<file path="config.mk">
export PLATFORM = sky130hd
export DESIGN_NAME = name_to_id_table
export DESIGN_NICKNAME = d
export VERILOG_FILES = /design/src/rtl/nti_pkg.sv /design/src/rtl/nti_front.sv /design/src/rtl/nti_fifo.sv /design/src/rtl/nti_back.sv /design/src/rtl/name_to_id_table.sv
export SDC_FILE = /design/constraint.sdc
export NUM_CORES = 2
export LEC_CHECK = 0
export BUFFER_PORTS_ARGS = -buffer_cell sky130_fd_sc_hd__buf_4
export CAP_MARGIN = 20
export CORE_AREA = 5 5 589 591
export CTS_CLUSTER_SIZE = 30
export DETAILED_ROUTE_END_ITERATION = 8
export DIE_AREA = 0 0 594 596
export SLEW_MARGIN = 20
export SYNTH_ARGS = -nofsm -noshare
export SYNTH_HDL_FRONTEND = slang
export SYNTH_SLANG_ARGS = --single-unit
</file>
<file path="constraint.sdc">
create_clock -name clk_i -period 15.5 [get_ports clk_i]
set_input_delay 0.775 -clock clk_i [delete_from_list [all_inputs] [get_ports clk_i]]
set_output_delay 0.775 -clock clk_i [all_outputs]
set_load 0.01 [all_outputs]
</file>
<file path="src/rtl/nti_pkg.sv">
package nti_pkg;

  localparam int unsigned SLOTS       = 16;
  localparam int unsigned NAME_BYTES  = 16;
  localparam int unsigned QUEUE_DEPTH = 2;

  localparam int unsigned ID_W        = 32;
  localparam int unsigned MODE_W      = 2;
  localparam int unsigned STATUS_W    = 3;
  localparam int unsigned NAME_WORD_W = 64;
  localparam int unsigned S_TDATA_W   = 160;
  localparam int unsigned M_TDATA_W   = 40;

  typedef enum logic [MODE_W-1:0] {
    MODE_REGISTER   = 2'd0,
    MODE_LOOKUP     = 2'd1,
    MODE_UNREGISTER = 2'd2,
    MODE_INVALID    = 2'd3
  } mode_e;

  typedef enum logic [1:0] {
    OP_REGISTER,
    OP_LOOKUP,
    OP_UNREGISTER,
    OP_REJECT
  } op_e;

  typedef enum logic [STATUS_W-1:0] {
    ST_OK      = 3'd0,
    ST_FULL    = 3'd1,
    ST_NO_NAME = 3'd2,
    ST_NO_ID   = 3'd3,
    ST_INVALID = 3'd4
  } status_e;

  typedef enum logic [1:0] {
    B_IDLE,
    B_MATCH,
    B_COMMIT
  } back_state_e;

  typedef struct packed {
    op_e             op;
    logic [ID_W-1:0] id;
  } cmd_t;

  typedef struct packed {
    logic idle;
    logic commit;
  } back_stat_t;

endpackage

</file>
<file path="src/rtl/nti_front.sv">
module nti_front #(
  parameter int unsigned NAME_BYTES = nti_pkg::NAME_BYTES,
  localparam int unsigned NameW     = 8 * NAME_BYTES
) (
  input  logic [nti_pkg::MODE_W-1:0]      mode_i,
  input  logic [nti_pkg::NAME_WORD_W-1:0] name_low_i,
  input  logic [nti_pkg::NAME_WORD_W-1:0] name_high_i,
  input  logic [nti_pkg::ID_W-1:0]        service_id_i,
  output nti_pkg::cmd_t                   cmd_o,
  output logic [NameW-1:0]                name_o
);

  logic [2*nti_pkg::NAME_WORD_W-1:0] raw;
  logic [2*nti_pkg::NAME_WORD_W-1:0] canon;

  assign raw = {name_high_i, name_low_i};

  // A name ends at its first zero byte; everything after it is cleared.
  always_comb begin
    logic running;
    logic [7:0] b;
    running = 1'b1;
    canon   = '0;
    for (int i = 0; i < 2 * nti_pkg::NAME_WORD_W / 8; i++) begin
      b = (i < NAME_BYTES) ? raw[8*i +: 8] : 8'h00;
      if (running) begin
        canon[8*i +: 8] = b;
      end
      if (b == 8'h00) begin
        running = 1'b0;
      end
    end
  end

  assign name_o = canon[NameW-1:0];

  always_comb begin
    cmd_o.id = service_id_i;
    case (nti_pkg::mode_e'(mode_i))
      nti_pkg::MODE_REGISTER: begin
        cmd_o.op = (service_id_i != '0) ? nti_pkg::OP_REGISTER : nti_pkg::OP_REJECT;
      end
      nti_pkg::MODE_LOOKUP: begin
        cmd_o.op = nti_pkg::OP_LOOKUP;
      end
      nti_pkg::MODE_UNREGISTER: begin
        cmd_o.op = (service_id_i != '0) ? nti_pkg::OP_UNREGISTER : nti_pkg::OP_REJECT;
      end
      default: begin
        cmd_o.op = nti_pkg::OP_REJECT;
      end
    endcase
  end

endmodule

</file>
<file path="src/rtl/nti_fifo.sv">
module nti_fifo #(
  parameter int unsigned WIDTH = 8,
  parameter int unsigned DEPTH = nti_pkg::QUEUE_DEPTH,
  localparam int unsigned PtrW = (DEPTH > 1) ? $clog2(DEPTH) : 1,
  localparam int unsigned CntW = $clog2(DEPTH + 1)
) (
  input  logic             clk_i,
  input  logic             rst_ni,
  input  logic             push_i,
  input  logic [WIDTH-1:0] data_i,
  output logic             full_o,
  input  logic             pop_i,
  output logic [WIDTH-1:0] data_o,
  output logic             empty_o
);

  logic [WIDTH-1:0] mem_q [DEPTH];
  logic [PtrW-1:0]  wr_ptr_q, wr_ptr_d;
  logic [PtrW-1:0]  rd_ptr_q, rd_ptr_d;
  logic [CntW-1:0]  count_q, count_d;
  logic             do_push;
  logic             do_pop;

  assign full_o  = (count_q == CntW'(DEPTH));
  assign empty_o = (count_q == '0);
  assign do_push = push_i && !full_o;
  assign do_pop  = pop_i && !empty_o;
  assign data_o  = mem_q[rd_ptr_q];

  always_comb begin
    wr_ptr_d = wr_ptr_q;
    rd_ptr_d = rd_ptr_q;
    count_d  = count_q;
    if (do_push) begin
      wr_ptr_d = (wr_ptr_q == PtrW'(DEPTH - 1)) ? '0 : wr_ptr_q + 1'b1;
    end
    if (do_pop) begin
      rd_ptr_d = (rd_ptr_q == PtrW'(DEPTH - 1)) ? '0 : rd_ptr_q + 1'b1;
    end
    if (do_push && !do_pop) begin
      count_d = count_q + 1'b1;
    end else if (do_pop && !do_push) begin
      count_d = count_q - 1'b1;
    end
  end

  always_ff @(posedge clk_i or negedge rst_ni) begin
    if (!rst_ni) begin
      wr_ptr_q <= '0;
      rd_ptr_q <= '0;
      count_q  <= '0;
    end else begin
      wr_ptr_q <= wr_ptr_d;
      rd_ptr_q <= rd_ptr_d;
      count_q  <= count_d;
    end
  end

  always_ff @(posedge clk_i) begin
    if (do_push) begin
      mem_q[wr_ptr_q] <= data_i;
    end
  end

endmodule

</file>
<file path="src/rtl/nti_back.sv">
module nti_back #(
  parameter int unsigned SLOTS      = nti_pkg::SLOTS,
  parameter int unsigned NAME_BYTES = nti_pkg::NAME_BYTES,
  localparam int unsigned NameW     = 8 * NAME_BYTES
) (
  input  logic                          clk_i,
  input  logic                          rst_ni,
  input  logic                          empty_i,
  input  nti_pkg::cmd_t                 cmd_i,
  input  logic [NameW-1:0]              name_i,
  output logic                          pop_o,
  output logic                          res_valid_o,
  input  logic                          res_ready_i,
  output logic [nti_pkg::STATUS_W-1:0]  status_o,
  output logic [nti_pkg::ID_W-1:0]      found_id_o,
  output nti_pkg::back_stat_t           stat_o
);

  nti_pkg::back_state_e state_q, state_d;

  logic [nti_pkg::ID_W-1:0] slot_id_q   [SLOTS];
  logic [NameW-1:0]         slot_name_q [SLOTS];

  nti_pkg::cmd_t            cur_cmd_q;
  logic [NameW-1:0]         cur_name_q;

  logic [SLOTS-1:0]         free_vec_q;
  logic [SLOTS-1:0]         name_vec_q;
  logic [SLOTS-1:0]         id_vec_q;

  logic                     out_valid_q;
  nti_pkg::status_e         out_status_q;
  logic [nti_pkg::ID_W-1:0] out_id_q;

  logic                     out_free;
  logic                     commit;
  logic [SLOTS-1:0]         sel_vec;
  logic [SLOTS-1:0]         pick;
  nti_pkg::status_e         status;
  logic [nti_pkg::ID_W-1:0] found;

  assign out_free = !out_valid_q || res_ready_i;

  always_comb begin
    state_d = state_q;
    pop_o   = 1'b0;
    commit  = 1'b0;
    case (state_q)
      nti_pkg::B_IDLE: begin
        if (!empty_i) begin
          pop_o   = 1'b1;
          state_d = nti_pkg::B_MATCH;
        end
      end
      nti_pkg::B_MATCH: begin
        state_d = nti_pkg::B_COMMIT;
      end
      nti_pkg::B_COMMIT: begin
        if (out_free) begin
          commit = 1'b1;
          if (!empty_i) begin
            pop_o   = 1'b1;
            state_d = nti_pkg::B_MATCH;
          end else begin
            state_d = nti_pkg::B_IDLE;
          end
        end
      end
      default: begin
        state_d = nti_pkg::B_IDLE;
      end
    endcase
  end

  // The lowest set bit of the candidate vector picks the slot.
  always_comb begin
    case (cur_cmd_q.op)
      nti_pkg::OP_REGISTER:   sel_vec = free_vec_q;
      nti_pkg::OP_LOOKUP:     sel_vec = name_vec_q;
      nti_pkg::OP_UNREGISTER: sel_vec = id_vec_q;
      default:                sel_vec = '0;
    endcase
    pick  = sel_vec & (~sel_vec + 1'b1);
    found = '0;
    for (int i = 0; i < SLOTS; i++) begin
      if (pick[i] && cur_cmd_q.op == nti_pkg::OP_LOOKUP) begin
        found = found | slot_id_q[i];
      end
    end
    case (cur_cmd_q.op)
      nti_pkg::OP_REGISTER:   status = (pick != '0) ? nti_pkg::ST_OK : nti_pkg::ST_FULL;
      nti_pkg::OP_LOOKUP:     status = (pick != '0) ? nti_pkg::ST_OK : nti_pkg::ST_NO_NAME;
      nti_pkg::OP_UNREGISTER: status = (pick != '0) ? nti_pkg::ST_OK : nti_pkg::ST_NO_ID;
      default:                status = nti_pkg::ST_INVALID;
    endcase
  end

  always_ff @(posedge clk_i or negedge rst_ni) begin
    if (!rst_ni) begin
      state_q     <= nti_pkg::B_IDLE;
      out_valid_q <= 1'b0;
      for (int i = 0; i < SLOTS; i++) begin
        slot_id_q[i] <= '0;
      end
    end else begin
      state_q <= state_d;
      if (commit) begin
        out_valid_q <= 1'b1;
      end else if (res_ready_i) begin
        out_valid_q <= 1'b0;
      end
      if (commit) begin
        for (int i = 0; i < SLOTS; i++) begin
          if (pick[i]) begin
            if (cur_cmd_q.op == nti_pkg::OP_REGISTER) begin
              slot_id_q[i] <= cur_cmd_q.id;
            end else if (cur_cmd_q.op == nti_pkg::OP_UNREGISTER) begin
              slot_id_q[i] <= '0;
            end
          end
        end
      end
    end
  end

  always_ff @(posedge clk_i) begin
    if (pop_o) begin
      cur_cmd_q  <= cmd_i;
      cur_name_q <= name_i;
    end
    if (state_q == nti_pkg::B_MATCH) begin
      for (int i = 0; i < SLOTS; i++) begin
        free_vec_q[i] <= (slot_id_q[i] == '0);
        name_vec_q[i] <= (slot_id_q[i] != '0) && (slot_name_q[i] == cur_name_q);
        id_vec_q[i]   <= (slot_id_q[i] == cur_cmd_q.id);
      end
    end
    if (commit) begin
      out_status_q <= status;
      out_id_q     <= found;
      for (int i = 0; i < SLOTS; i++) begin
        if (pick[i] && cur_cmd_q.op == nti_pkg::OP_REGISTER) begin
          slot_name_q[i] <= cur_name_q;
        end
      end
    end
  end

  assign res_valid_o   = out_valid_q;
  assign status_o      = out_status_q;
  assign found_id_o    = out_id_q;
  assign stat_o.idle   = (state_q == nti_pkg::B_IDLE);
  assign stat_o.commit = commit;

endmodule

</file>
<file path="src/rtl/name_to_id_table.sv">
// Channel   Direction  Request fields (lowest bit up)
// s_axis    in         tdata: name_low, name_high, service_id; tuser: mode
// m_axis    out        tdata: status, found_id, zero fill
//
// The engine takes each request through two steps: a match step compares the name
// and id against every slot at once, and a commit step picks the lowest free or
// matching slot, updates it on a register or unregister, and writes the result.
// After reset every slot is free at once; there is no clearing pass.
// A two-deep queue lets requests be taken while the engine works. A result waits in
// the result register until it is taken, and meanwhile the engine holds the next
// request in its update step, so the queue fills and then holds off the input.
module name_to_id_table #(
  parameter int unsigned SLOTS      = nti_pkg::SLOTS,
  parameter int unsigned NAME_BYTES = nti_pkg::NAME_BYTES
) (
  input  logic                           clk_i,
  input  logic                           rst_ni,
  input  logic                           s_axis_tvalid_i,
  output logic                           s_axis_tready_o,
  // name_low [63:0], name_high [127:64], service_id [159:128]
  input  logic [nti_pkg::S_TDATA_W-1:0]  s_axis_tdata_i,
  // mode [1:0]
  input  logic [nti_pkg::MODE_W-1:0]     s_axis_tuser_i,
  output logic                           m_axis_tvalid_o,
  input  logic                           m_axis_tready_i,
  // status [2:0], found_id [34:3], zero [39:35]
  output logic [nti_pkg::M_TDATA_W-1:0]  m_axis_tdata_o
);

  localparam int unsigned NameW = 8 * NAME_BYTES;
  localparam int unsigned QW    = $bits(nti_pkg::cmd_t) + NameW;

  nti_pkg::cmd_t            front_cmd;
  logic [NameW-1:0]         front_name;
  nti_pkg::cmd_t            back_cmd;
  logic [NameW-1:0]         back_name;
  logic                     q_full;
  logic                     q_empty;
  logic                     q_pop;
  logic [QW-1:0]            q_out;
  logic [nti_pkg::STATUS_W-1:0] status;
  logic [nti_pkg::ID_W-1:0] found_id;
  nti_pkg::back_stat_t      back_stat;

  nti_front #(
    .NAME_BYTES(NAME_BYTES)
  ) u_front (
    .mode_i      (s_axis_tuser_i),
    .name_low_i  (s_axis_tdata_i[63:0]),
    .name_high_i (s_axis_tdata_i[127:64]),
    .service_id_i(s_axis_tdata_i[159:128]),
    .cmd_o       (front_cmd),
    .name_o      (front_name)
  );

  nti_fifo #(
    .WIDTH(QW),
    .DEPTH(nti_pkg::QUEUE_DEPTH)
  ) u_fifo (
    .clk_i  (clk_i),
    .rst_ni (rst_ni),
    .push_i (s_axis_tvalid_i),
    .data_i ({front_cmd, front_name}),
    .full_o (q_full),
    .pop_i  (q_pop),
    .data_o (q_out),
    .empty_o(q_empty)
  );

  assign s_axis_tready_o = !q_full;
  assign back_cmd        = q_out[QW-1:NameW];
  assign back_name       = q_out[NameW-1:0];

  nti_back #(
    .SLOTS     (SLOTS),
    .NAME_BYTES(NAME_BYTES)
  ) u_back (
    .clk_i      (clk_i),
    .rst_ni     (rst_ni),
    .empty_i    (q_empty),
    .cmd_i      (back_cmd),
    .name_i     (back_name),
    .pop_o      (q_pop),
    .res_valid_o(m_axis_tvalid_o),
    .res_ready_i(m_axis_tready_i),
    .status_o   (status),
    .found_id_o (found_id),
    .stat_o     (back_stat)
  );

  assign m_axis_tdata_o = {5'b00000, found_id, status};

  assert property (@(posedge clk_i) disable iff (!rst_ni)
    s_axis_tvalid_i && s_axis_tready_o |=> !q_empty)
    else $error("Accepted request did not reach the queue.");

  assert property (@(posedge clk_i) disable iff (!rst_ni)
    back_stat.idle && !q_empty |=> !back_stat.idle)
    else $error("Engine stayed idle with a queued request.");

  assert property (@(posedge clk_i) disable iff (!rst_ni)
    back_stat.commit |=> m_axis_tvalid_o)
    else $error("Completed request gave no result.");

  assert property (@(posedge clk_i) disable iff (!rst_ni)
    m_axis_tvalid_o && found_id != '0 |-> status == nti_pkg::ST_OK)
    else $error("Nonzero id returned with a failing status.");

endmodule
</file>
==> results.md <==
- Post-synthesis async set-or-reset flop share: 16.5%
- Xor-xnor portion of the synthesized cell area: about 16%
- Relative slew slack: 13.0%
- Initial antenna violation count: 58
- Worst-Margin Slew: approximately 1300 ps
- Crit path DAT: slightly above 7000 ps
- Initial core utilization: 39.8%
- Die Wd: between 500 and 600 um
- Hold Crit Class: primary input to flop
- Power density cells: 208 mW/mm^2
- Setup crit start kind: flop
- Top Ports: ~210
- Area leader, netlist: edfxtp_1
- Post-Synth Simple-Gate Area: under 10%
- H-tree lvl count: 5
- Crit-path slowest cell: buf_4
- List of most frequent post-synthesis cells: edfxtp_1 (2617), xor2_1 (1605), xnor2_1 (882)
- Die ar.: ~0.35 sq mm
- Final setup fails: 0
- Number of synthesized flops with an enable pin: approximately 2600
- Total Nets Final: 9875
- Longest Clk Path Bufs: 4
- Largest net degree at the start of global routing: about 160
- Via count: between 80000 and 90000
- Share of cells above drive strength 1: between 10 and 15%
- Synth area leaders: edfxtp_1 (58%), xor2_1 (10%), dfrtp_1 (9.6%)
- Ys Warns: 0
- Critical Path Fanout Max: a little under 80
- Final Hold Vio Count: 0
- Worst EP required: 16010 ps
- Setup Skew: ~83 ps
- Vias in the first global route: 83300
- Synth cell types: 71
- Synth Area in Adders: less than 1%
- Worst ir drop on vdd: 0.207 mV
- Post-synthesis mux area share: under 10%
- Highest clock rate: between 150 and 200 MHz
- 1st-pass router iterations: 8
- Final min period: around 6600 ps
- Seq/Total Area, Yosys: ~67%
- Critical path, cell by cell: buf_4, buf_4, a2bb2oi_1, nor2b_1, nand4_4, or4_2, buf_4, nor2_4, buf_4, buf_4
- Drc violations: 0
- Max-slew violations: 0
- Post-CTS Resized: 0
- Post-route ant nets: 0
- Worst setup path class: flop to flop
- Clock Latency Late Sink: 970 ps
- Post-route worst setup slack: around 9000 ps
- Synthesis-to-finish area growth: 14.5%
- TritonCTS clock tree: built
- Syn avg cell area: roughly 15 sq um
- Critical Path Most Common Cell: buf_4
- Most common cell in the netlist: edfxtp_1
- Reg2reg setup slack: between 8000 and 9000 ps
- Hpwl dp: around 330 mm
- Main combinational cell family by area after synthesis: XOR/XNOR gates
- Clk slew on worst S/H paths: around 60 ps
- Die Span Y: between 500 and 600 um
- Maxcap violations: 0
- Vias per cell: 5.93
- Status: complete, no violations
- Synth Area in Compound Gates: slightly above 4%
- Final period util: around 43%
- RSZ-0062 raised after global routing: no
- Wire per inst: between 30 and 40 um
- Synthesized netlist cell count: slightly above 9000
- Hold WS: between 60 and 70 ps
- Cell area after synthesis: between 0.1 and 0.15 sq mm
- Total gr overflow: 0
- Pre-CTS setup slack: just over 9000 ps
- CP endpoint kind: flop
- First DRT Iteration DRCs: between 10000 and 15000
- Routability cong.: about 1
- Post-synth top flop: edfxtp_1
- Area share of the largest cell type after synthesis: between 50 and 60%
- Site Rows: 215
- First-pass GRT wire length: between 600 and 700 mm
- Worst stage delay on the critical path: 870 ps
- Clk root buf: clkbuf_16
- Leakage power: about 54 nW
- Clock sinks: between 3000 and 4000
- TNS Setup: 0 ps
- Final WL: slightly above 500 mm
- Num CTS Buffers: about 330
- Core Region: approximately 0.34 sq mm
- Gr usage total: between 20% and 30%
- Synth Register Bits: approximately 3100
- PortBufs: 202
layer usage:
| metal | wire length [um] | global-route usage (%) |
|---|---|---|
| met1 | 195000 | 36.3 |
| met5 | 76 | 0 |
| met4 | 37000 | 16.7 |
| met3 | 47900 | 5.19 |
| met2 | 236000 | 44.7 |
registers in the layout, indices dropped and copies added (netlist names):
| register | flops |
|---|---|
| u_fifo.count_q | 2 |
| u_back.found_id_o | 32 |
| u_back.status_o | 3 |
| u_back.slot_name_q | 2048 |
| u_back.free_vec_q | 16 |
| u_back.slot_id_q | 512 |
| u_fifo.rd_ptr_q | 1 |
| u_back.res_valid_o | 1 |
| u_back.name_vec_q | 16 |
| u_back.cur_cmd_q | 34 |
| u_fifo.wr_ptr_q | 1 |
| u_back.id_vec_q | 16 |
| u_fifo.mem_q | 324 |
| u_back.cur_name_q | 128 |
| u_back.state_q | 2 |
worst paths after layout:
path                                       from                          to  depth (start not counted)
setup / recovery           u_back.cur_cmd_q[33]  u_back.slot_name_q[1][836]                         10
hold / removal              s_axis_tdata_i[155]        u_fifo.mem_q[1][155]                          1
setup reg to reg           u_back.cur_cmd_q[33]  u_back.slot_name_q[1][836]                         10
hold reg to reg               u_fifo.count_q[1]           u_fifo.count_q[1]                          1
max in group asynchronous                rst_ni       u_back.slot_id_q[199]                          4
min in group asynchronous                rst_ni        u_back.slot_id_q[24]                          2
cell families (layout without fill, tap and decap cells):
family                   count (synthesis)  after routing
flip-flops                            3136           3136
XOR/XNOR                              2487           2487
AND/OR/NAND/NOR                       1838           1838
AO/OA/AOI/OAI                          895            895
buffers and inverters                  658           1274
multiplexers                           337            337
adder cells (fa/ha/maj)                  1              1
other                                    1             34
repair_timing:
| action | CTS | global route |
|---|---|---|
| endpoints found under the hold margin | 91 | 0 |
| buffers inserted | 0 | 0 |
| setup endpoints to repair | 0 | 0 |
| hold buffers | 1 | 0 |
per-stage QoR:
stage	instances	util (%)	total power [mW]	instance area, sq um
3_3_place_gp	13900	42.4	24.0	145000
4_1_cts	14500	45.5	32.2	155000
3_5_place_dp	13900	42.4	24.2	145000
2_1_floorplan	9357	-	17.8	136000
5_1_grt	14500	45.6	33.0	156000
6_report	14600	45.6	32.3	156000
final cells by class:
class                      count  area, sq um
fill                       29800       186000
clock inverter               166         1660
multi-input combinational   5563        42200
inverter                      79          297
timing repair buffer         595         4970
sequential                  3136        91600
antenna                       29         72.6
clock buffer                 434         9090
tap                         4557         5700
cell usage in the layout, fill, tap and decap left out, types with 19 or more instances in the layout:
cell,instances
a21oi_1,58
a221oi_1,54
a222oi_1,21
a22o_1,35
a22oi_1,49
and2_1,115
and3_1,95
buf_12,35
buf_4,554
bufinv_16,25
clkbuf_1,76
clkbuf_16,344
clkinv_1,56
clkinv_2,55
dfrtp_1,518
diode_2,29
edfxtp_1,2617
inv_1,79
mux2_2,280
mux2_4,29
mux2i_1,22
nand2_1,348
nand3_1,77
nand4_1,372
nor2_1,54
nor3_1,19
nor4_1,625
o211ai_1,26
o21ai_0,504
o22ai_1,34
o2bb2ai_1,21
or4_1,22
xnor2_1,882
xor2_1,1605
where the power goes:
part | leakage, nW | switching [mW] | internal (mW)
registers | 30.9 | 0.759 | 11.0
clock network | 5.26 | 3.41 | 4.56
logic | 18.0 | 9.31 | 3.25
critical path: cells and delay by family, from the launching register on:
family / cells / cell delay [ps]
AO/OA/AOI/OAI: 1 / 390
flip-flops: 1 / 360
buffers and inverters: 5 / 2820
AND/OR/NAND/NOR: 4 / 2420
Note: power is estimated with default switching activity, not from simulation.
